<file path="src/rtl/core/set_assoc_cache_lru_tags_unit_macros.svh">
// ---------------------------------------------------------------------------
// assertion macros for the lru tag unit
// clocked on clk; the plain form is gated by reset, the _rst form is not
// ---------------------------------------------------------------------------
`ifndef SET_ASSOC_CACHE_LRU_TAGS_UNIT_MACROS_SVH
`define SET_ASSOC_CACHE_LRU_TAGS_UNIT_MACROS_SVH

`ifndef SYNTHESIS
`define SALRU_ASSERT(lbl, prop, msg) \
	lbl: assert property (@(posedge clk) disable iff (!arst_n) prop) else $error(msg);
`define SALRU_ASSERT_RST(lbl, prop, msg) \
	lbl: assert property (@(posedge clk) prop) else $error(msg);
`else
`define SALRU_ASSERT(lbl, prop, msg)
`define SALRU_ASSERT_RST(lbl, prop, msg)
`endif

`endif

</file>
<file path="src/rtl/core/salru_ram.sv">
// ---------------------------------------------------------------------------
// salru_ram
// generic single write port, single read port ram with registered read
// ---------------------------------------------------------------------------
module salru_ram #(
	parameter int WIDTH = 8,
	parameter int DEPTH = 2,
	localparam int AW = (DEPTH > 1) ? $clog2(DEPTH) : 1
) (
	input  logic             clk,
	input  logic             we,
	input  logic [AW-1:0]    waddr,
	input  logic [WIDTH-1:0] wdata,
	input  logic             re,
	input  logic [AW-1:0]    raddr,
	output logic [WIDTH-1:0] rdata
);

	logic [WIDTH-1:0] mem_q [DEPTH];

	always_ff @(posedge clk) begin
		if (we) begin
			mem_q[waddr] <= wdata;
		end
		if (re) begin
			rdata <= mem_q[raddr];
		end
	end

endmodule

</file>
<file path="config.mk">
export PLATFORM = sky130hd
export DESIGN_NAME = salru_ram
export DESIGN_NICKNAME = d
export VERILOG_FILES = /design/src/rtl/core/set_assoc_cache_lru_tags_unit_macros.svh /design/src/rtl/core/salru_ram.sv
export SDC_FILE = /design/constraint.sdc
export NUM_CORES = 1
export LEC_CHECK = 0
export ABC_AREA = 1
export BUFFER_PORTS_ARGS = -buffer_cell sky130_fd_sc_hd__buf_2
export CAP_MARGIN = 10
export CORE_UTILIZATION = 45
export CTS_CLUSTER_DIAMETER = 80
export CTS_CLUSTER_SIZE = 25
export DETAILED_ROUTE_END_ITERATION = 8
export PLACE_DENSITY = 0.69
export SLEW_MARGIN = 30
export SYNTH_ARGS = -nofsm -noshare
export SYNTH_HDL_FRONTEND = slang
export SYNTH_SLANG_ARGS = --single-unit
</file>
<file path="constraint.sdc">
create_clock -name clk -period 1.15 [get_ports clk]
set_input_delay 0.23 -clock clk [delete_from_list [all_inputs] [get_ports clk]]
set_output_delay 0.23 -clock clk [all_outputs]
set_load 0.05 [all_outputs]
</file>
# Yosys cells after proc, flatten, opt, wreduce, memory -nomap -nowiden
# Memories as Yosys holds them, arrays and structs flattened. A register that Yosys moved wholly into a read port is not among the register bits.
# Index checks and enable logic that the tools add are counted.
[op_classes]
n_addsub = 0
n_mul = 0
div_mod_pow = 0
magnitude_cmp = 0
n_eq_ne = 0
shifts = 0
muxes = 2
bitwise_logic = 0
n_reduce_logical = 0
[op_table]
columns = ["operator", "count"]
rows = [
  ["$mux W1", 2],
]
[totals]
ff_bits = 0
latchBits = 0
mem_bits_rw = 16
mem_bits_ro = 0
input_bits = 13
output_inout_bits = 8
memories = 1
[memory_table]
columns = ["name", "depth", "word_bits", "read_ports", "rd_ports_with_merged_regs", "write_ports", "line", "source"]
rows = [
  ["mem_q", 2, 8, 1, 1, 1, "salru_ram.sv:19", "logic [WIDTH-1:0] mem_q [DEPTH];"],
]

# Depth between registers and ports, before layout
# Gate-level depths: netlist (run 1).
[depth]
ltp_word = 2
depth_mapped = 4
mapped_depth_nobuf = 3

# Worst setup path after synthesis (run 1)
# OpenSTA, ideal clock, no wires.
[synth_timing]
path_type = "input-to-reg"
start = "input we"
end = "memory mem_q[0][0], enable pin"
setup_time_ps = 371
t_arrival_ps = 619
slack_ps = 160
stages = 2
path_buffers = 0
path_cell_list = "inv_1 > nor2_1"
[synth_via]
elab_chain_cells = 2
[synth_lines]
columns = ["item", "line", "source"]
rows = [
  ["start: declaration", "salru_ram.sv:11", "input logic we,"],
  ["$mux W1", "salru_ram.sv:22", "if (we) begin"],
  ["$mux W1 (implied by the code)", "salru_ram.sv:23", "mem_q[waddr] <= wdata;"],
  ["end: declaration", "salru_ram.sv:19", ""],
]
# No other way between the ends.

# Worst setup path after layout (run 1)
[layout_timing]
start = "register rdata[2] (read register of mem_q)"
end = "output rdata[2]"
[layout_rtl]
columns = ["item", "line", "source"]
rows = [
  ["start: declaration", "salru_ram.sv:16", "output logic [WIDTH-1:0] rdata"],
]
# No word-level cell between the ends.

==> metrics.txt, run 1 <==
DR WL/cell 10.93 um; total CTS buffers 3; sequential area share after synthesis a little under nine tenths; Mapped Avg Cell Area 15.57 um2; min-delay worst type primary input to flop; DIE HEIGHT 45.23 um; clk sinks 24; Post-Syn Area ~840 um2; CP max-delay cell edfxtp_1; antenna violations before repair 0; max frequency 898.8 MHz; YS warnings 0; Post-Place Cell Area 968.4 um2; largest net degree at the start of global routing 15; core area approximately 1700 um2; Design Area, Final 1071 um2; die area ~2000 um2; syn nets 67; minimum clock period 1113 ps; most frequent cells in the layout nand2_1, edfxtp_1, buf_2, buf_6, clkbuf_4; TNS Setup 0 ps; Final period util 96.75%; critical-path maximum fanout 1; Final Hold Viols 0; skew final about 5.5 ps; CP Buf/Inv Count 1; WL final 1.126 mm; 1st-pass router iterations 3; All-Layer GR Usage 12.89%; CP peak stage delay 410 ps; Reg clk slew, reported paths 120 ps; CTS tree built; fin util 61.36%; layout cells sized above 1 33.33%; Port Buffer Count 20; Arrival @ worst endpoint 880 ps; status completed; most common cell after layout, fill and taps aside nand2_1; drc violations 0; R2R setup slack roughly 380 ps; top cells by area, synth edfxtp_1, nand2_1, buf_6; Slew Limit Fails 0; delay-heaviest family, CP flip-flops; number of synthesized register bits 24; # rows 15; Vias between 400 and 500; cell count of the worst hold path 1; crit path kind flop to output pin; Max VDD drop about 860 uV; first-pass GRT wire length 1.669 mm; n_diodes 0; Synth cell types 6; slew of the pin with the lowest slew margin 288.2 ps; clk_lat worst skew between 300 and 400 ps; Tot Pwr 1829 uW; critical hold path startpoint wdata[7]; Detail Route Antenna Nets 0; worst r2r path cells 2; hold_buf cts 0; htree depth 1; clock root buffer clkbuf_4; GPL Wtd Cong 0.7527; fillers 138; Crit Reg-Reg Endpoint rdata[2]$_DFFE_PP_; die span in x 45.23 um; maxcap violations 0; initial detailed-routing violation count 7; reg2reg start mem_q[0][2]$_DFFE_PP_; critical path cell sequence buf_6; Syn Inst Count 54; CTS max path bufs 2; RSZ-0062 raised after global routing true; top cell type's share of synthesized area 85.71%; Initial Utilization 48.17%; gr ovfl total 0; Via density approximately 4.5; final net count 92; IO Count 21; area grow syn2layout 27.38%; final setup vio count 0; number of global-route vias before repair 406; critical path endpoint category output pin; Power per Cell Area 1708 nW/um2; area leader, netlist edfxtp_1; crit path launch type flop; worst hold endpoint mem_q[1][7]$_DFFE_PP_; CP required 920 ps; hold_ws approximately 96 ps; slew margin rel. 80.77%; Leak 0.0004503 uW
kinds of logic (layout without fill, tap and decap cells):
family                 count (synthesis)  count (layout)  synth area share [%]
and+or+nand+nor                       26              26                 11.61
DFF                                   24              24                 85.71
buffers and inverters                  4              28                 2.678
metal layers:
metal	vias up	wire length, um	track usage, %	part of all wire (%)
met4	0	39	10.91	3.5
met3	4	50	4.800	4.4
met5	-	0	0	0
li1	229	-	-	-
met1	216	481	14.68	43
met2	18	555	19.13	49
registers in the layout, summed over array words and instances, names as in the netlist:
register	flops
mem_q	16
rdata	8
worst max path at each step:
stage / start / end / slack (ps) / depth (start not counted)
finish: rdata[2]$_DFFE_PP_ / rdata[2] / 40 / 1
global route: rdata[0]$_DFFE_PP_ / rdata[0] / -9 / 1
CTS: rdata[0]$_DFFE_PP_ / rdata[0] / 5 / 1
detailed placement: waddr / mem_q[1][4]$_DFFE_PP_ / 230 / 3
global placement: waddr / mem_q[1][5]$_DFFE_PP_ / 240 / 3
floorplan: we / mem_q[0][0]$_DFFE_PP_ / 160 / 2
per-stage QoR:
stage	setup WS, ps	instances
floorplan	160.1	54
global placement	236.7	99
detailed placement	228.1	99
CTS	5.351	103
global route	-8.949	103
finish	37.39	103
cell type report:
cell class	count	area, um2	area share [%]
clock buffers	3	22.52	2.103
clock inverters	1	30.03	2.804
inverters	3	11.26	1.051
multi-input cells	26	97.59	9.112
flip-flops and latches	24	720.7	67.29
well taps	25	31.28	2.921
repair buffers	21	157.7	14.72
synth_stat cells, drive strengths merged:
cell	n
nor2	1
edfxtp	24
nand2	25
buf	1
inv	3
where the power goes:
part           total, uW  switching, uW  internal, uW
combinational        192            126          66.0
clock                588            235           353
sequential          1050           18.1          1030
timing repair:
action	4_1_cts	5_1_grt
resized for setup	1	22
setup endpoints to repair	1	8
buffers inserted	0	0
No activity file was read; power rests on OpenSTA's default activity.
==> run 2: changes to the inputs <==
--- a/config.mk
+++ b/config.mk
@@ -14,3 +14,4 @@
 export DETAILED_ROUTE_END_ITERATION = 8
-export PLACE_DENSITY = 0.69
+export PLACE_DENSITY = 0.7
+export SKIP_CTS_REPAIR_TIMING = 1
 export SLEW_MARGIN = 30
==> constraint.sdc (replaced) <==
create_clock -name clk -period 1.15 [get_ports clk]
set_input_delay 0.115 -clock clk [delete_from_list [all_inputs] [get_ports clk]]
set_output_delay 0.115 -clock clk [all_outputs]
set_load 0.05 [all_outputs]
==> run 2 against run 1 <==
Against the previous run: power down 15%; largest power group unchanged; sequential power about the same; clock-buffer cell count unchanged; critical endpoint is now rdata[7].
==> metrics.txt, run 2 (synthesis results as in run 1) <==
status completed; CP peak stage delay 340 ps; Internal Dissipation approximately 1200 uW; crit path launch type flop; n_diodes 0; fin cells 107; Leak between 0.0004 and 0.0005 uW; slew of the pin with the lowest slew margin 313.4 ps; HPWL after detailed placement 696.5 um; Inst Count DP 99; Arrival @ worst endpoint 880 ps; RSZ-0062 raised after global routing false; Detail Route Antenna Nets 0; most common cell after layout, fill and taps aside nand2_1; clock share of power 21.4%; minimum clock period between 900 and 1000 ps; crit path kind flop to output pin; TNS Setup 0 ps; max frequency 1005 MHz; first-pass GRT wire length ~1.5 mm; Post-Place Cell Area roughly 970 um2; Max VDD drop 898.6 uV; Via density approximately 4.1; slew margin rel. approximately 80%; CTS max path bufs 2; WL final 950 um; layout cells sized above 1 30.49%; power share of the sequential group between 60% and 70%; antenna violations before repair 0; initial detailed-routing violation count 5; fin util between 50% and 60%; total CTS buffers 3; Power per Cell Area 1491 nW/um2; largest net degree at the start of global routing 13; DR WL/cell a little under 9 um; maxcap violations 0; Reg with most FFs mem_q; htree depth 1; die span in x ~45 um; Slew Limit Fails 0; clock root buffer clkbuf_4; Reg clk slew, reported paths 110 ps; number of global-route vias before repair 371; Port Buffer Count 20; gr ovfl total 0; Final Hold Viols 0; switching share of power 22.29%; CP max-delay cell edfxtp_1; flip-flop count of the largest register after layout 16; critical path endpoint category output pin; CP Buf/Inv Count 1; DIE HEIGHT 45.23 um; Comb power frac 11.4%; Design Area, Final 1041 um2; min-delay worst type primary input to flop; All-Layer GR Usage 11.02%; die area a little over 2000 um2; Initial Utilization 48.17%; 1st-pass router iterations 2; drc violations 0; GPL Wtd Cong approximately 0.67; critical-path maximum fanout 1; Top Registers mem_q: 16 flops, rdata: 8 flops; Final period util 86.49%; Sw Pwr 345.9 uW; Vias 435; critical path cell sequence buf_2; # rows 15; skew final 0.6220 ps; clk sinks 24; CP required 1030 ps; final net count 97; core area 1745 um2; clk_lat worst skew slightly below 300 ps; delay-heaviest family, CP flip-flops; area grow syn2layout 23.81%; most frequent cells in the layout nand2_1, edfxtp_1, buf_2, dlygate4sd3_1, clkbuf_4; CTS tree built; IO Count 21; final setup vio count 0
==> run 2: cell type report <==
type | count | area (um2)
Fill cell | 144 | 704.4
Sequential cell | 24 | 720.7
Inverter | 3 | 11.26
Clock buffer | 3 | 22.52
Multi-Input combinational cell | 26 | 97.59
Timing Repair Buffer | 26 | 157.7
Tap cell | 25 | 31.28
==> run 2: worst paths after layout <==
kind                    startpoint               endpoint  slack, ps  depth (start not counted)
min                       wdata[3]  mem_q[0][3]$_DFFE_PP_          9                          1
max             rdata[7]$_DFFE_PP_               rdata[7]        160                          1
max reg2reg  mem_q[1][7]$_DFFE_PP_     rdata[7]$_DFFE_PP_        410                          2
min reg2reg  mem_q[1][4]$_DFFE_PP_     rdata[4]$_DFFE_PP_        520                          2
==> run 2: metal layers <==
layer / global-route usage (%) / share of wire (%) / vias to the layer above
li1: - / - / 240
met1: 13.35 / 46 / 179
met2: 18.26 / 49 / 16
met5: 0 / 0 / -
met4: 5.455 / 0 / 0
met3: 2.800 / 4.5 / 0
==> run 2: power by group through the flow <==
| stage | Combinational, uW | Sequential [uW] | Clock [uW] |
|---|---|---|---|
| floorplan | 40.3 | 1140 | 0 |
| global placement | 163 | 1060 | 0 |
| detailed placement | 165 | 1070 | 0 |
| CTS | 165 | 1040 | 335 |
| global route | 192 | 1050 | 373 |
| finish | 176 | 1040 | 332 |
==> run 2: stage by stage <==
| step | power, uW | hold WS, ps | setup slack (ps) |
|---|---|---|---|
| after floorplan | 1177 | 213.9 | 275.1 |
| after global placement | 1227 | 304.5 | 353.0 |
| after detailed placement | 1230 | 306.0 | 319.7 |
| after CTS | 1545 | -2.391 | 151.2 |
| after global routing | 1617 | 2.638 | 104.9 |
| final | 1552 | 9.500 | 155.3 |
