$ cat src/rtl/core/set_assoc_cache_lru_tags_unit_macros.svh
// ---------------------------------------------------------------------------
// assertion macros for the lru tag unit
// clocked on clk; the plain form is gated by reset, the _rst form is not
// ---------------------------------------------------------------------------
`ifndef SET_ASSOC_CACHE_LRU_TAGS_UNIT_MACROS_SVH
`define SET_ASSOC_CACHE_LRU_TAGS_UNIT_MACROS_SVH

`ifndef SYNTHESIS
`define SALRU_ASSERT(lbl, prop, msg) \
	lbl: assert property (@(posedge clk) disable iff (!arst_n) prop) else $error(msg);
`define SALRU_ASSERT_RST(lbl, prop, msg) \
	lbl: assert property (@(posedge clk) prop) else $error(msg);
`else
`define SALRU_ASSERT(lbl, prop, msg)
`define SALRU_ASSERT_RST(lbl, prop, msg)
`endif

`endif

$ cat src/rtl/core/salru_pkg.sv
// ---------------------------------------------------------------------------
// salru_pkg
// shared widths, register codes and status types of the lru tag unit
// ---------------------------------------------------------------------------
package salru_pkg;

	localparam int ADDR_W       = 64;
	// set and block fields take at least one bit each
	localparam int TAG_W        = ADDR_W - 2;
	localparam int CNT_W        = 32;
	localparam int SET_BITS_W   = 4;
	localparam int WAYS_W       = 4;
	localparam int BLOCK_BITS_W = 6;
	localparam int CFG_DATA_W   = 6;
	localparam int CFG_IDX_W    = 2;

	localparam int MAX_SETS_DEF = 256;
	localparam int MAX_WAYS_DEF = 8;

	localparam logic [CFG_IDX_W-1:0] CFG_SET_BITS   = 2'd0;
	localparam logic [CFG_IDX_W-1:0] CFG_WAYS       = 2'd1;
	localparam logic [CFG_IDX_W-1:0] CFG_BLOCK_BITS = 2'd2;

	typedef struct packed {
		logic hit;
		logic evict;
	} lookup_t;

endpackage

$ cat src/rtl/core/salru_update.sv
// ---------------------------------------------------------------------------
// salru_update
// tag match, victim choice and lru rank update for one set
// ---------------------------------------------------------------------------
module salru_update #(
	parameter int MAX_WAYS = salru_pkg::MAX_WAYS_DEF,
	localparam int RANK_W  = (MAX_WAYS > 1) ? $clog2(MAX_WAYS) : 1,
	localparam int WAY_W   = 1 + salru_pkg::TAG_W + RANK_W,
	localparam int ROW_W   = MAX_WAYS * WAY_W
) (
	input  logic [ROW_W-1:0]               row_in,
	input  logic                           row_valid,
	input  logic [salru_pkg::TAG_W-1:0]    tag,
	input  logic [salru_pkg::WAYS_W-1:0]   ways_cfg,
	output logic [ROW_W-1:0]               row_out,
	output salru_pkg::lookup_t             status
);

	localparam int WI_W  = (MAX_WAYS > 1) ? $clog2(MAX_WAYS) : 1;
	localparam int CNT_W = $clog2(MAX_WAYS + 1);
	localparam logic [RANK_W-1:0] RANK_MAX = RANK_W'(MAX_WAYS - 1);
	localparam int TAG_OFS = RANK_W;
	localparam int VLD_OFS = RANK_W + salru_pkg::TAG_W;

	logic [CNT_W-1:0]               n_ways;
	logic [MAX_WAYS-1:0]            vld_raw;
	logic [MAX_WAYS-1:0]            live;
	logic [RANK_W-1:0]              rank [MAX_WAYS];
	logic [salru_pkg::TAG_W-1:0]    tags [MAX_WAYS];
	logic                           hit;
	logic                           have_inv;
	logic                           have_vic;
	logic [WI_W-1:0]                hit_way;
	logic [WI_W-1:0]                inv_way;
	logic [WI_W-1:0]                vic_way;
	logic [RANK_W-1:0]              vic_rank;
	logic [WI_W-1:0]                sel_way;
	logic                           was_valid;
	logic [RANK_W-1:0]              old_rank;

	always_comb begin
		if (ways_cfg == '0) begin
			n_ways = CNT_W'(1);
		end else if (32'(ways_cfg) > MAX_WAYS) begin
			n_ways = CNT_W'(MAX_WAYS);
		end else begin
			n_ways = CNT_W'(ways_cfg);
		end
	end

	always_comb begin
		hit      = 1'b0;
		have_inv = 1'b0;
		have_vic = 1'b0;
		hit_way  = '0;
		inv_way  = '0;
		vic_way  = '0;
		vic_rank = '0;
		for (int i = 0; i < MAX_WAYS; i++) begin
			rank[i]    = row_in[i*WAY_W + 0 +: RANK_W];
			tags[i]    = row_in[i*WAY_W + TAG_OFS +: salru_pkg::TAG_W];
			vld_raw[i] = row_valid & row_in[i*WAY_W + VLD_OFS];
			live[i]    = vld_raw[i] && (n_ways > CNT_W'(i));
			if (live[i] && tags[i] == tag && !hit) begin
				hit     = 1'b1;
				hit_way = WI_W'(i);
			end
			if (!vld_raw[i] && (n_ways > CNT_W'(i)) && !have_inv) begin
				have_inv = 1'b1;
				inv_way  = WI_W'(i);
			end
			// oldest valid line, lowest way on equal ranks
			if (live[i] && (!have_vic || rank[i] > vic_rank)) begin
				have_vic = 1'b1;
				vic_way  = WI_W'(i);
				vic_rank = rank[i];
			end
		end
	end

	always_comb begin
		if (hit) begin
			sel_way = hit_way;
		end else if (have_inv) begin
			sel_way = inv_way;
		end else begin
			sel_way = vic_way;
		end
		was_valid = hit | ~have_inv;
		old_rank  = rank[sel_way];
	end

	always_comb begin
		row_out = row_in;
		for (int i = 0; i < MAX_WAYS; i++) begin
			row_out[i*WAY_W + VLD_OFS] = vld_raw[i];
			if (sel_way == WI_W'(i)) begin
				row_out[i*WAY_W + VLD_OFS]                     = 1'b1;
				row_out[i*WAY_W + TAG_OFS +: salru_pkg::TAG_W] = tag;
				row_out[i*WAY_W + 0 +: RANK_W]                 = '0;
			end else if (live[i] && (!was_valid || rank[i] < old_rank)
				&& rank[i] != RANK_MAX) begin
				row_out[i*WAY_W + 0 +: RANK_W] = rank[i] + RANK_W'(1);
			end
		end
	end

	assign status.hit   = hit;
	assign status.evict = ~hit & ~have_inv;

endmodule
$ cat config.mk
export PLATFORM = sky130hd
export DESIGN_NAME = salru_update
export DESIGN_NICKNAME = d
export VERILOG_FILES = /design/src/rtl/core/set_assoc_cache_lru_tags_unit_macros.svh /design/src/rtl/core/salru_pkg.sv /design/src/rtl/core/salru_update.sv
export SDC_FILE = /design/constraint.sdc
export NUM_CORES = 1
export LEC_CHECK = 0
export ABC_AREA = 1
export BUFFER_PORTS_ARGS = -buffer_cell sky130_fd_sc_hd__buf_2
export CAP_MARGIN = 20
export CORE_AREA = 4 4 442 444
export DETAILED_ROUTE_END_ITERATION = 10
export DIE_AREA = 0 0 446 448
export PLACE_DENSITY = 0.37
export SYNTH_ARGS = -nofsm -noshare
export SYNTH_HDL_FRONTEND = slang
export SYNTH_SLANG_ARGS = --single-unit
$ cat constraint.sdc
create_clock -name vclk -period 13.7
set_input_delay 1.37 -clock vclk [all_inputs]
set_output_delay 1.37 -clock vclk [all_outputs]
set_load 0.1 [all_outputs]
# --- Yosys cells after proc, flatten, opt, wreduce, memory -nomap -nowiden ---
# Index checks and enable logic that the tools add are counted.
# Widths: inputs -> output; s select.
word_totals:
  register_bits: 0
  out_inout_bits: 530
classes:
  addsub: 8
  magnitude_cmp: 25
  n_eq_ne: 23
  muxes: 82
  n_bitwise: 13
  reduce_logical: 108
ops:
  columns: ["op", "n"]
  rows:
  - ["$mux 63", 8]
  - ["$eq 62x62->1", 8]
  - ["$mux 3", 45]
  - ["$logic_and 1x1->1", 61]
  - ["$logic_not 1->1", 30]
  - ["$mux 1", 26]
  - ["$add 3x1->3 const B", 8]
  - ["$lt 3x3->1", 8]
  - ["$ne 3x3->1 const B", 8]
  - ["$gt 3x3->1", 7]
  - ["$gt 4x3->1 const B", 4]
  - ["$logic_or 1x1->1", 15]
  - ["$eq 3x3->1 const B", 4]
  - ["$and 1x1->1", 9]
  - ["$bmux 3 s3", 1]
  - ["$gt 4x1->1 const B", 2]
  - ["$gt 4x2->1 const B", 2]
  - ["$mux 4", 2]
  - ["$eq 3x2->1 const B", 2]
  - ["$ge 4x4->1 const B", 1]
  - ["$gt 4x4->1 const B", 1]
  - ["$logic_not 4->1", 1]
  - ["$not 3->4", 1]
  - ["$eq 3x1->1 const B", 1]
  - ["3 further kinds", 4]

# --- Longest topological paths before layout ---
depth:
  depth_word: 46
  ltp_mapped: 77
  depth_no_buf: 76

# --- Worst setup path before layout ---
# Ideal clock, no wire load.
synth_timing:
  kind: "input to output"
  start: "input port row_valid"
  end: "output port row_out[199]"
  arrival_time_ns: 11.255
  required_time_ns: 12.330
  slack_ns: 1.075
  stages: 76
  n_path_buf: 2
  path_cell_list: "buf_4 nand2_2 inv_2 nand2_1 ha_1 nand2_1 o21ai_0 nand2_1 a21oi_1 inv_1 nand2_1 o21ai_0 ha_1 nand2_1 o21ai_0 nand2_1 o21ai_0 nand2_1 [40 not listed] nand2_1 nand3_4 nand3_4 buf_6 nor2_1 inv_1 o221ai_1 a2bb2oi_1 ha_1 nand2_1 inv_2 nand2_1 nand2_1 nand2_2 nand2_2 nand2_1 nand2_1 nor2_1"
synth_between:
  elab_chain_len: 43
  word_cells_on_any_way: 163
  classes_between: "order compare: 8; eq/ne: 1; mux: 58; bitwise: 11; reduce/logical: 85"
synth_lines:
  columns: ["item", "line", "text"]
  rows:
  - ["start: declaration", "salru_update.sv:12", "input logic row_valid,"]
  - ["$and 1x1->1", "salru_update.sv:62", "vld_raw[i] = row_valid & row_in[i*WAY_W + VLD_OFS];"]
  - ["$logic_and 1x1->1", "salru_update.sv:63", "live[i] = vld_raw[i] && (n_ways > CNT_W'(i));"]
  - ["$mux 3 / $mux 1 (equally long branches)", "salru_update.sv:73", "if (live[i] && (!have_vic || rank[i] > vic_rank)) begin"]
  - ["$gt 3x3->1 / $logic_not 1->1 (equally long branches)", "salru_update.sv:73", null]
  - ["$logic_or 1x1->1", "salru_update.sv:73", null]
  - ["$logic_and 1x1->1", "salru_update.sv:73", null]
  - ["$mux 3 / $mux 1 (equally long branches)", "salru_update.sv:73", null]
  - ["$gt 3x3->1 / $logic_not 1->1 (equally long branches)", "salru_update.sv:73", null]
  - ["[26 not listed]", null, null]
  - ["$bmux 3 s3", "salru_update.sv:90", "old_rank = rank[sel_way];"]
  - ["$mux 3 (implied by the code) (2 in a row)", "salru_update.sv:90", null]
  - ["$lt 3x3->1", "salru_update.sv:101", "end else if (live[i] && (!was_valid || rank[i] < old_rank)"]
  - ["$logic_or 1x1->1", "salru_update.sv:101", null]
  - ["$logic_and 1x1->1", "salru_update.sv:101", null]
  - ["$logic_and 1x1->1", "salru_update.sv:102", "&& rank[i] != RANK_MAX) begin"]
  - ["$mux 3", "salru_update.sv:101", null]
  - ["$mux 3 (*)", "salru_update.sv:97", "if (sel_way == WI_W'(i)) begin"]
  - ["end: declaration", "salru_update.sv:15", "output logic [ROW_W-1:0] row_out,"]
# Every way passes the cells marked *; elsewhere a longest branch is shown, timed or not. The select of a mux whose other input is x is not followed.

# --- Worst setup path after layout ---
layout_timing:
  start: "input port row_valid"
  end: "output port row_out[298]"
layout_between:
  elab_chain_len: 35
  word_cells_on_any_way: 151
  classes_between: "order compare: 7; eq/ne: 1; mux: 54; bitwise: 8; reduce/logical: 81"
layout_lines:
  columns: ["item", "line", "text"]
  rows:
  - ["$and 1x1->1", "salru_update.sv:62", null]
  - ["$logic_and 1x1->1", "salru_update.sv:63", null]
  - ["$mux 3 / $mux 1 (equally long branches)", "salru_update.sv:73", null]
  - ["$gt 3x3->1 / $logic_not 1->1 (equally long branches)", "salru_update.sv:73", null]
  - ["$logic_or 1x1->1", "salru_update.sv:73", null]
  - ["$logic_and 1x1->1", "salru_update.sv:73", null]
  - ["$mux 3 / $mux 1 (equally long branches)", "salru_update.sv:73", null]
  - ["$gt 3x3->1 / $logic_not 1->1 (equally long branches)", "salru_update.sv:73", null]
  - ["[19 not listed]", null, null]
  - ["$gt 3x3->1 / $logic_not 1->1 (equally long branches)", "salru_update.sv:73", null]
  - ["$logic_or 1x1->1", "salru_update.sv:73", null]
  - ["$logic_and 1x1->1", "salru_update.sv:73", null]
  - ["$mux 3", "salru_update.sv:73", null]
  - ["$mux 3", "salru_update.sv:84", "end else if (have_inv) begin"]
  - ["$mux 3 (*)", "salru_update.sv:82", "if (hit) begin"]
  - ["$eq 3x3->1 (*)", "salru_update.sv:97", null]
  - ["$mux 63 (*)", "salru_update.sv:97", null]
# Every way passes the cells marked *; elsewhere a longest branch is shown, timed or not.

==> out/results.txt <==
Final worst path period need - 12.84 ns
Initial antenna violation count - 152
CP delay by family, top - compound AO/OA/AOI/OAI gates
Max-cap viol count - 0
Worst hold path class - in2out
Num rows - 161
Number of global-route vias before repair - 27,600
Share of cells above drive strength 1 - 0.367
Pwr dens - 71.5 nW/um^2
Routed vias/inst - 4.03
Worst slew margin relative to its limit - 0.224
Syn Std Cell Area - 16,000 sq um
Pin count of the biggest net entering global routing - 63
1st-iter DRT viols - 2,844
Hold Startpoint - row_in[459]
Worst VDD drop - 0.0386 mV
Final hold slack - 3.23 ns
Fin nets - 5,413
Post-route DRC - 0
DR WL/cell - 38.5 microns
Sequential-to-total area share from yosys stat - 0
Syn avg cell area - 4.70 sq um
Crit-path slowest cell - o21ai_0
Routed WL - 283 mm
Fmax - 77.9 MHz
Crit path arrival time - 11.47 ns
Status - complete, no violations
Tcrit/Tclk final - 0.937
Area Overhead vs Synth - 122%
Critical path depth - 71
GRT Resource Usage Total - 0.269
Final ANT Viol Nets - 0
Remaining global-route overflow - 0
Vias post-DR - 29,600
Register area - 0 sq um
Synth unique cells - 36
Startpoint Class - primary input
WP data required - 12.33 ns
Initial Util - 0.0836
Die area - 200,000 sq um
Global-route wire length before repair - 341 mm
I/O pin count - 1,125
Most common cell on crit path - nand2_1
Leak pwr - 18.6 nW
Worst Setup Path Type - in2out
Synthesis warning total - 0
Hold Crit Depth - 4
Setup Viol. Count Final - 0
Core region area - 192,000 sq um
CP Max Fanout - 14
Port buffer count - 1,125
Syn nets - 4,044
CP max stage delay - 0.89 ns
Sequential cell count - 0
Y dimension of the die - 448 microns
Pwr Total - 2.55 mW
Max Transition Viols Final - 0
WHS Endpoint - row_out[459]
Cells after Synth - 3,404
Die W - 446 microns
Gpl congestion - 0.910
First-pass DRT Iterations - 6
Number of clock buffers in the layout - 0
Worst-margin pin slew - 1.15 ns
Buf/Inv on CP - 13
Final hold vios - 0
Hpwl dp - 252 mm
Worst Setup End Kind - output pin
report_power, final:
group / leakage, nW / switching (mW) / internal (mW) / total, mW
Combinational: 18.6 / 1.77 / 0.780 / 2.55
Sequential: 0 / 0 / 0 / 0
Clock: 0.000357 / 0 / 0.000000232 / 0.000000232
final cells by class:
type	instances	area [sq um]
repair buffers	1601	17500
fillers	21900	156000
diodes	56	140
multi-input cells	2830	13500
well taps	2526	3160
inverters	340	1290
metrics by stage:
step | area, sq um | TNS, ns | utilization | worst slack (ns) | instances
after floorplan | 16000 | 0 | - | 1.08 | 3404
final | 35600 | 0 | 0.186 | 0.862 | 7353
after CTS | 35400 | 0 | 0.185 | 0.0282 | 7293
after global placement | 35400 | -4.26 | 0.185 | -0.428 | 7292
after detailed placement | 35400 | -0.409 | 0.185 | -0.230 | 7293
after global routing | 35600 | -0.0286 | 0.186 | -0.0131 | 7330
cell families after synthesis:
| logic type | after synthesis | synth area share |
|---|---|---|
| simple gates | 1924 | 0.472 |
| compound gates | 632 | 0.201 |
| buf+inv | 574 | 0.166 |
| xor+xnor | 229 | 0.125 |
| fa+ha+maj | 45 | 0.0352 |
tightest hold or removal path, stage by stage:
cell and delay (ns):
buf_2 0.10, nand2_1 0.05, o21ai_0 0.14, buf_12 0.20
layer usage:
| layer | part of all wire | wire, microns | up-vias | GRT usage |
|---|---|---|---|---|
| met1 | 0.40 | 112000 | 14400 | 0.317 |
| met2 | 0.50 | 140000 | 1556 | 0.483 |
| li1 | - | - | 13300 | - |
| met5 | 0.00021 | 58 | - | 0 |
| met4 | 0.045 | 12600 | 12 | 0.0915 |
| met3 | 0.065 | 18300 | 357 | 0.0545 |
cell usage in the layout (no fill, tap or decap), drive strengths merged, types with 45 or more instances in the layout:
cell,count
inv,340
xor2,142
nand3,70
nand2,1490
nor2,328
xnor2,87
ha,45
o21ai,594
buf,1601
diode,56
cells in the mapped netlist, drive strengths merged:
| master | instances | share of area |
|---|---|---|
| nand3 | 70 | 0.027 |
| or2 | 1 | 0.00039 |
| nor2 | 328 | 0.079 |
| nand2 | 1490 | 0.35 |
| a2bb2oi | 1 | 0.00055 |
| nor3 | 15 | 0.0047 |
| clkbuf | 80 | 0.019 |
| a31oi | 2 | 0.00078 |
| xnor2 | 87 | 0.048 |
| ha | 45 | 0.035 |
| xor2 | 142 | 0.078 |
| inv | 340 | 0.080 |
| a21oi | 22 | 0.0073 |
| and2 | 1 | 0.00039 |
| buf | 154 | 0.067 |
| o21ai | 594 | 0.19 |
| o22ai | 10 | 0.0039 |
| nand4 | 19 | 0.0074 |
| o221ai | 1 | 0.00055 |
| o211ai | 1 | 0.00047 |
| a221oi | 1 | 0.00055 |
worst max-delay path by stage:
stage,startpoint,end,slack [ns]
final,row_valid,row_out[298],0.86
after global routing,row_valid,row_out[266],-0.01
after CTS,row_valid,row_out[134],0.03
after detailed placement,row_valid,row_out[1],-0.23
after global placement,row_valid,row_out[1],-0.43
after floorplan,row_valid,row_out[199],1.08
repair_timing:
action / in CTS / in global routing
pin swaps: 0 / 10
hold buffers: 0 / 0
resized for setup: 4 / 32
setup buffers: 0 / 4
setup endpoints to repair: 8 / 466
(Power assumes the default switching activity.)
